==> src/pclt_ram.sv <==
`timescale 1ns / 1ps
`default_nettype none
// ----------------------------------------------------------------------------
// pclt_ram: generic single-write, single-read synchronous RAM
// One write port and one read port; read data is registered.
// ----------------------------------------------------------------------------
module pclt_ram #(
   parameter int WIDTH = 8,
   parameter int DEPTH = 16,
   localparam int AW   = (DEPTH > 1) ? $clog2(DEPTH) : 1
) (
   input  wire logic             clock,
   input  wire logic             wr_en,
   input  wire logic [AW-1:0]    wr_addr,
   input  wire logic [WIDTH-1:0] wr_data,
   input  wire logic             rd_en,
   input  wire logic [AW-1:0]    rd_addr,
   output logic      [WIDTH-1:0] rd_data
);

   logic [WIDTH-1:0] mem_ff [DEPTH];
   logic [WIDTH-1:0] rd_data_ff;

   // write port
   always_ff @(posedge clock) begin
      if (wr_en) begin
         mem_ff[wr_addr] <= wr_data;
      end
   end

   // registered read port
   always_ff @(posedge clock) begin
      if (rd_en) begin
         rd_data_ff <= mem_ff[rd_addr];
      end
   end

   assign rd_data = rd_data_ff;

endmodule
`default_nettype wire

==> config.mk <==
export PLATFORM = sky130hd
export DESIGN_NAME = pclt_ram
export DESIGN_NICKNAME = d
export VERILOG_FILES = /design/src/pclt_ram.sv
export SDC_FILE = /design/constraint.sdc
export NUM_CORES = 1
export LEC_CHECK = 0
export BUFFER_PORTS_ARGS = -buffer_cell sky130_fd_sc_hd__buf_2
export CAP_MARGIN = 20
export CORE_MARGIN = 3
export CORE_UTILIZATION = 45
export CTS_CLUSTER_DIAMETER = 200
export CTS_CLUSTER_SIZE = 40
export DETAILED_ROUTE_END_ITERATION = 10
export GPL_TIMING_DRIVEN = 0
export PLACE_DENSITY_LB_ADDON = 0.12
export SYNTH_ARGS = -nofsm -noshare
export SYNTH_HDL_FRONTEND = slang
export SYNTH_SLANG_ARGS = --single-unit
==> constraint.sdc <==
create_clock -name clock -period 3.7 [get_ports clock]
set_input_delay 0.555 -clock clock [delete_from_list [all_inputs] [get_ports clock]]
set_output_delay 0.555 -clock clock [all_outputs]
set_load 0.005 [all_outputs]
==> reports/results.ini, run 1 <==
[die]
die_h_um=114
num_io_pins=27
core_um2=11100
die_area_um2=12900
start_util_pct=47.2
dieWidth_um=114
std_cell_rows=38

[worst_setup_path]
crit_path_cell_trace=buf_2 -> or3b_2 -> nor2_1
path_depth=3
critical-path-top-delay-family=simple AND/OR/NAND/NOR gates
critPathKind=primary input to register
reg2reg_from=mem_ff[6][0]
critPathCapture=mem_ff[2][6]
crit_fanout=8
crit_path_start=wr_addr[2]
required_ps=3730
start_kind=primary input
arrival_ps=1890
r2r_slack_ps=2130
max_stage_delay_ps=690
r2r-end=rd_data[0]
endpoint_kind=register
worstRegToRegCells=3
slowest_stage=nor2_1
crit_buf_inv=1

[sta]
rsz0062_at_grt=no
finalCritPeriodShare_pct=50.5
finalHoldViolations=0
slew_headroom_pct=41.7
max_freq_mhz=535
setup_viol=0
fin_skew_ps=6.14
worstMarginPinSlew_ps=871
layout_min_cycle_time_ps=1870
slew_violations=0
tns_ps=0

[placed_design]
dpl_cell_area_um2=5550
place.gp.congestion=0.659
dp_hpwl_um=6420
dp_cells=398
portBuffers=25

[yosys]
synth_top_family_by_area=multiplexers
synth_top_area_share_pct=78.1
syn_inst=229
syn_avg_cell_area_um2=22.8
synth_nets=248
synth_top_cell_by_area=edfxtp_1
netlist_area_um2=5230
synth_mux_area_share_pct=14.8
synthAdderAreaFrac_pct=0
synth_xor_area_share_pct=0
yosysSeqAreaShare_pct=78.1
yosys.area_share.simple_pct=3.14
synth-seq-cells=136
synth_compound_area_share_pct=2.30
yosysWarnings=0
ys_types=18
synth_area_leaders=edfxtp_1 78%, mux4_2 7.8%, mux4_1 7.0%, a22oi_1 2.3%, nor2_1 0.93%

[routing]
drtIter0Drc=166
first_pass_iters=4
totalWireLength_um=10000
wire_per_inst_um=23.5
drc=0
vias=2399
via_per_inst=5.62
ant_nets=0

[cts]
hold_buffers=0
root_buffer=clkbuf_16
cts_resized=0
cts_tree=built
htree_levels=4
path_clk_slew_ps=50
clockBufferDepth=2
clk_latency_ps=400
numCtsBuffers=17
cts_setup_buffers=0
cts_num_sinks=136

[global_route]
grt_overflow_total=0
grt_pass1_wl_um=15300
antenna_found_initial=0
grt_util_all_layers_pct=17.0
grt_pass1_vias=2485
grt_max_degree=17

[power_and_ir_drop]
power_switching_mw=0.660
p_total_mw=3.36
combPwrFrac_pct=4.9
peakVddDrop_uv=357
power.leakage_nw=2.02
switching_share_pct=19.6
clkPwrFrac_pct=43.2
pwr_density_cell_nw_per_um2=555
power.internal_mw=2.70
seq_power_share_pct=51.9

[run]
maxCapViolCount=0

[final_layout]
layout.cells.non_filler=427
num-fill-cells=857
final_area_um2=6050
nets=296
num_antenna_cells=0
final_cell_mix=136 x edfxtp_1, 31 x buf_2, 18 x mux4_2, 17 x clkbuf_16, 16 x a22oi_1
final_common_cell=edfxtp_1
area_delta_synth_final_pct=15.7
drive_above_1_share_pct=27.2

[run_status]
run_status=complete, no violations

[min_path]
hold_class=primary input to register

==> layer usage <==
layer  vias to the layer above  part of all wire (%)  track usage (%)
met3                        12                   3.6             5.20
met5                         -                     0                0
met2                        53                    47             24.8
met4                         0                   1.8             6.10
met1                      1255                    47             24.6
li1                       1079                     -                -
==> synth_stat cells <==
| cell type | number |
|---|---|
| a22oi_1 | 16 |
| buf_2 | 3 |
| nor3_1 | 4 |
| nor2b_1 | 1 |
| nand2_1 | 9 |
| or3b_2 | 1 |
| buf_6 | 3 |
| edfxtp_1 | 136 |
| buf_4 | 1 |
| clkdlybuf4s25_2 | 3 |
| nor2_1 | 13 |
| and2_1 | 1 |
| and2b_1 | 1 |
| mux4_1 | 14 |
| mux4_2 | 18 |
| nand3_1 | 1 |
| nand3b_1 | 2 |
| nand2b_1 | 2 |
==> stage by stage <==
step / hold WS (ps) / utilization, % / setup slack [ps]
after floorplan: 654 / - / 1650
after global placement: 741 / 49.9 / 1050
after detailed placement: 764 / 50.1 / 1400
after CTS: 495 / 54.6 / 1820
after global routing: 489 / 54.6 / 1800
final: 496 / 54.6 / 1830
==> worst min path at each step <==
stage,from,end,slack [ps],cells after the start
final,rd_en,rd_data[5],500,1
after CTS,rd_en,rd_data[5],500,1
after global routing,rd_en,rd_data[5],490,1
after global placement,mem_ff[11][3],rd_data[3],740,3
after detailed placement,mem_ff[8][3],rd_data[3],760,3
after floorplan,wr_data[0],mem_ff[0][0],650,0
==> power by group through the flow <==
stage / clock, mW / sequential (mW) / combinational (mW)
floorplan: 0 / 1.78 / 0.0876
global placement: 0 / 1.77 / 0.162
detailed placement: 0 / 1.78 / 0.166
CTS: 1.47 / 1.74 / 0.166
global route: 1.55 / 1.75 / 0.178
finish: 1.45 / 1.74 / 0.163
==> kinds of logic (layout without fill, tap and decap cells) <==
logic type / Yosys count / in the layout
multiplexers: 32 / 32
AND/OR/NAND/NOR: 35 / 35
AO/OA/AOI/OAI: 16 / 16
flip-flops: 136 / 136
buffers and inverters: 10 / 68
==> final cells by class <==
class / count / area [µm²] / area share, %
multi-input combinational: 83 / 1060 / 17.5
sequential: 136 / 4080 / 67.5
timing repair buffer: 29 / 148 / 2.44
clock buffer: 21 / 440 / 7.28
tap: 140 / 175 / 2.90
clock inverter: 8 / 58.8 / 0.972
buffer: 10 / 86.3 / 1.43
==> registers in the layout, indices dropped and copies added, names as in the netlist <==
name     count
rd_data      8
mem_ff     128
Note: power is estimated with default switching activity, not from simulation.
==> inputs of run 2 (changes only) <==
--- a/config.mk
+++ b/config.mk
@@ -5,6 +5,7 @@
 export SDC_FILE = /design/constraint.sdc
 export NUM_CORES = 1
 export LEC_CHECK = 0
+export ABC_AREA = 1
 export BUFFER_PORTS_ARGS = -buffer_cell sky130_fd_sc_hd__buf_2
 export CAP_MARGIN = 20
 export CORE_MARGIN = 3
==> constraint.sdc (replaced) <==
create_clock -name clock -period 1.5 [get_ports clock]
set_input_delay 0.225 -clock clock [delete_from_list [all_inputs] [get_ports clock]]
set_output_delay 0.225 -clock clock [all_outputs]
set_load 0.005 [all_outputs]
==> run 2 against run 1 <==
Net effect: sequential cell count unchanged; first-iteration DRC count rose to 2.5 times the previous value; core utilization down 1.6 points; final cell count up 82%; critical path depth unchanged; final area up 11%; worst hold slack worse by 370 ps; register-to-register slack worse by 1800 ps.
==> reports/results.ini, run 2 <==
[final_layout]
ff_latch_area_um2=4080
largest_reg_flops=128
multi_input_area_um2=1210
drive_above_1_share_pct=12.0
nets=612
final_cell_mix=173 x nand2_1, 136 x edfxtp_1, 100 x inv_1, 97 x nand3_1, 36 x buf_2
num_antenna_cells=0
layout.cells.non_filler=778
num-fill-cells=1138
area_delta_synth_final_pct=15.0
final_common_cell=nand2_1
regMostFlops=mem_ff

[global_route]
grt_max_degree=17
grt_util_all_layers_pct=21.0
grt_pass1_vias=3755
grt_pass1_wl_um=21800
antenna_found_initial=0
grt_overflow_total=0

[die]
start_util_pct=46.1
core_um2=12700
num_io_pins=27
dieWidth_um=120
die_area_um2=14400
std_cell_rows=41
die_h_um=120

[routing]
wire_per_inst_um=17.9
vias=3913
first_pass_iters=6
ant_nets=0
drtIter0Drc=423
totalWireLength_um=13900
via_per_inst=5.03
drc=0

[worst_setup_path]
required_ps=1540
critPathKind=primary input to register
crit_buf_inv=1
endpoint_kind=register
arrival_ps=1420
crit_path_cell_trace=buf_2 -> nand3b_1 -> nor2_1
start_kind=primary input
crit_fanout=8
slowest_stage=nor2_1
critical-path-top-delay-family=simple AND/OR/NAND/NOR gates
max_stage_delay_ps=820

[sta]
worstMarginPinSlew_ps=1020
fin_skew_ps=5.88
setup_viol=0
max_freq_mhz=721
layout_min_cycle_time_ps=1390
slew_headroom_pct=31.5
holdWs_ps=131
rsz0062_at_grt=no
finalCritPeriodShare_pct=92.4
slew_violations=0
finalHoldViolations=0

[cts]
cts_resized=0
path_clk_slew_ps=50
numCtsBuffers=17
cts_setup_buffers=0
clockBufferDepth=2
clk_latency_ps=420
hold_buffers=0
htree_levels=4
cts_num_sinks=136
root_buffer=clkbuf_16
cts_tree=built

[run]
maxCapViolCount=0

[yosys]
synth_nets=570
syn_inst=551
synth-seq-cells=136
yosysMostFrequentCell=nand2_1
synth_flop_cell=edfxtp_1
ys_top_cells_by_count=173 x nand2_1, 136 x edfxtp_1, 100 x inv_1
yosysWarnings=0
synth_top_area_share_pct=69.8
synth_top_cell_by_area=edfxtp_1
ys_types=11
synth_area_leaders=edfxtp_1 70%, nand2_1 11%, nand3_1 8.3%, inv_1 6.4%, buf_6 1.2%
synthArstFlopShare_pct=0
yosysSeqAreaShare_pct=69.8
syn_avg_cell_area_um2=10.6
netlist_area_um2=5850
synth_edf_count=136

[power_and_ir_drop]
p_total_mw=8.72
power.leakage_nw=2.89
pwr_density_cell_nw_per_um2=1300
peakVddDrop_uv=736

[run_status]
run_status=complete, no violations

[placed_design]
dp_hpwl_um=9170
dp_cells=746
place.gp.congestion=0.885
portBuffers=23

[min_path]
hold_class=primary input to register

[run 2: changes by cell type in the layout (fill, tap and decap cells not counted), sizes merged, moves of 11 or more]
cell,previous run,this run
a22oi,16,0
buf,36,47
inv,0,102
mux4,32,0
nand2,9,173
nand3,1,97
[run 2: final cells by class]
| cell class | count | area share [%] |
|---|---|---|
| Clock buffer | 19 | 6.44 |
| Timing Repair Buffer | 23 | 1.71 |
| Inverter | 102 | 5.70 |
| Clock inverter | 13 | 1.66 |
| Sequential cell | 136 | 60.8 |
| Tap cell | 172 | 3.20 |
| Buffer | 24 | 2.48 |
| Multi-Input combinational cell | 289 | 18.1 |
[run 2: logic make-up (layout without fill, tap and decap cells)]
family                 count (synthesis)  after routing  synth area share (%)
DFF                                  136            136                  69.8
buffers and inverters                126            181                  9.39
and+or+nand+nor                      289            289                  20.8
[run 2: path summary, 6_finish.rpt]
path | to | depth (start not counted) | slack, ps | from
max | mem_ff[7][1] | 3 | 110 | wr_addr[3]
max reg2reg | rd_data[2] | 6 | 320 | mem_ff[2][2]
min | rd_data[4] | 1 | 130 | rd_en
min reg2reg | rd_data[5] | 6 | 780 | mem_ff[12][5]
[run 2: power by group]
group	internal, mW	switching (mW)	leakage (nW)
logic	0.159	0.389	1.39
registers	4.28	0.0186	1.24
clock network	2.39	1.47	0.268
total	6.84	1.88	2.89
[run 2: routing by layer]
metal	global-route usage [%]	vias up	routed length (µm)	part of all wire, %
met4	8.66	0	268	1.9
met5	0	-	0	0
li1	-	1872	-	-
met1	30.7	1859	6670	48
met2	30.2	162	6030	43
met3	4.81	20	971	7.0
[run 2: through the flow]
step / TNS [ps] / area (µm²) / setup slack [ps] / utilization [%]
after detailed placement: -16150 / 6180 / -301 / 48.8
after global routing: 0 / 6720 / 83.2 / 53.0
after global placement: -15110 / 6180 / -282 / 48.8
after floorplan: 0 / 5850 / 324 / -
final: 0 / 6720 / 114 / 53.0
after CTS: 0 / 6720 / 141 / 53.0
==> inputs of run 3 (changes only) <==
--- a/config.mk
+++ b/config.mk
@@ -13,8 +13,8 @@
 export CTS_CLUSTER_DIAMETER = 200
 export CTS_CLUSTER_SIZE = 40
 export DETAILED_ROUTE_END_ITERATION = 10
-export GPL_TIMING_DRIVEN = 0
-export PLACE_DENSITY_LB_ADDON = 0.12
+export GPL_TIMING_DRIVEN = 1
+export PLACE_DENSITY_LB_ADDON = 0.15
 export SYNTH_ARGS = -nofsm -noshare
 export SYNTH_HDL_FRONTEND = slang
 export SYNTH_SLANG_ARGS = --single-unit
==> run 3 against run 2 <==
Net effect: die area stayed put; final area increased by 0.78%; sequential share of layout area fell by 0.47 points; sequential power is essentially flat; first-iteration DRC count fell by 37%; final cell count decreased by 0.13%; via count about the same; critical path type is now register to output port; largest cell class unchanged; highest routed layer unchanged.
==> reports/results.ini, run 3 (synthesis results as in run 2) <==
[routing]
totalWireLength_um=14100
vias=3910
via_per_inst=5.03
drtIter0Drc=268
drc=0
ant_nets=0
first_pass_iters=5
wire_per_inst_um=18.1

[die]
die_area_um2=14400
start_util_pct=46.1
dieWidth_um=120
std_cell_rows=41
die_h_um=120
core_um2=12700
num_io_pins=27

[power_and_ir_drop]
power.leakage_nw=2.92
peakVddDrop_uv=525
pwr_density_cell_nw_per_um2=1280

[worst_setup_path]
max_stage_delay_ps=440
critical-path-top-delay-family=flip-flops
arrival_ps=1010
reg2reg_from=mem_ff[5][1]
critPathKind=register to output port
crit_path_cell_trace=buf_2
slowest_stage=edfxtp_1
crit_buf_inv=1
worstRegToRegCells=6
r2r-end=rd_data[1]
required_ps=1270
endpoint_kind=output port
start_kind=register
crit_fanout=1
r2r_slack_ps=310

[final_layout]
final_cell_mix=173 x nand2_1, 136 x edfxtp_1, 100 x inv_1, 97 x nand3_1, 26 x buf_2
layout.cells.non_filler=777
largest_reg_flops=128
area_delta_synth_final_pct=15.9
regMostFlops=mem_ff
num-fill-cells=1165
final_common_cell=nand2_1
drive_above_1_share_pct=11.9
num_antenna_cells=0
nets=614

[sta]
fin_skew_ps=5.68
setup_viol=0
finalCritPeriodShare_pct=82.5
tns_ps=0
rsz0062_at_grt=no
slew_violations=0
slew_headroom_pct=57.3
finalHoldViolations=0
layout_min_cycle_time_ps=1240
max_freq_mhz=808
worstMarginPinSlew_ps=640

[placed_design]
dp_cells=748
place.gp.congestion=0.821
portBuffers=26
dp_hpwl_um=8810

[cts]
hold_buffers=0
clk_latency_ps=410
htree_levels=4
numCtsBuffers=17
root_buffer=clkbuf_16
clockBufferDepth=2
cts_num_sinks=136
cts_resized=0
cts_tree=built
cts_setup_buffers=0
path_clk_slew_ps=60

[run]
maxCapViolCount=0

[global_route]
antenna_found_initial=0
grt_pass1_vias=3616
grt_max_degree=65
grt_util_all_layers_pct=20.9
grt_pass1_wl_um=21800
grt_overflow_total=0

[run_status]
run_status=complete, no violations

[min_path]
holdPathEnd=rd_data[0]
min_from=rd_en
holdPathStages=1
hold_class=primary input to register

## run 3: cell types whose count changed in the layout (fill, tap and decap cells not counted), moves of 3 or more
cell	delta
buf_6	-6
buf_12	+4
clkinv_2	-3
buf_2	-10
buf_4	+15
clkbuf_1	+4
clkinv_1	-3
## run 3: final cells by class
type	count	area, µm²	share of cell area (%)
sequential	136	4080	60.3
multi-input combinational	289	1210	17.9
clock buffer	23	448	6.61
inverter	102	383	5.65
timing repair buffer	49	353	5.21
tap	172	215	3.18
clock inverter	6	77.6	1.15
## run 3: worst max-delay path by stage
stage,cells past startpoint,start,to
6_report,1,rd_data[1],rd_data[1]
5_1_grt,1,rd_data[1],rd_data[1]
2_1_floorplan,2,wr_addr[2],mem_ff[10][0]
3_3_place_gp,6,rd_addr[1],rd_data[6]
4_1_cts,1,rd_data[1],rd_data[1]
3_5_place_dp,6,rd_addr[1],rd_data[1]
## run 3: stage by stage
stage	power (mW)	util (%)	setup WS (ps)	instance area, µm²	hold slack, ps
2_1_floorplan	4.68	-	324	5850	324
3_3_place_gp	4.92	49.3	-35.2	6250	616
3_5_place_dp	4.93	49.3	-40.8	6250	620
4_1_cts	8.71	53.5	222	6770	183
5_1_grt	8.93	53.5	230	6770	184
6_report	8.65	53.5	263	6770	202
## run 3: metal layers
metal,up-vias,GRT usage [%],share of wire [%]
li1,1869,-,-
met3,28,4.76,5.3
met5,-,0,0
met4,0,8.80,2.6
met2,118,30.7,47
met1,1895,30.0,45
## run 3: report_power, final
part	internal (mW)	total (mW)	switching [mW]
Sequential	4.29	4.31	0.0267
Clock	2.40	3.80	1.40
Combinational	0.162	0.538	0.377
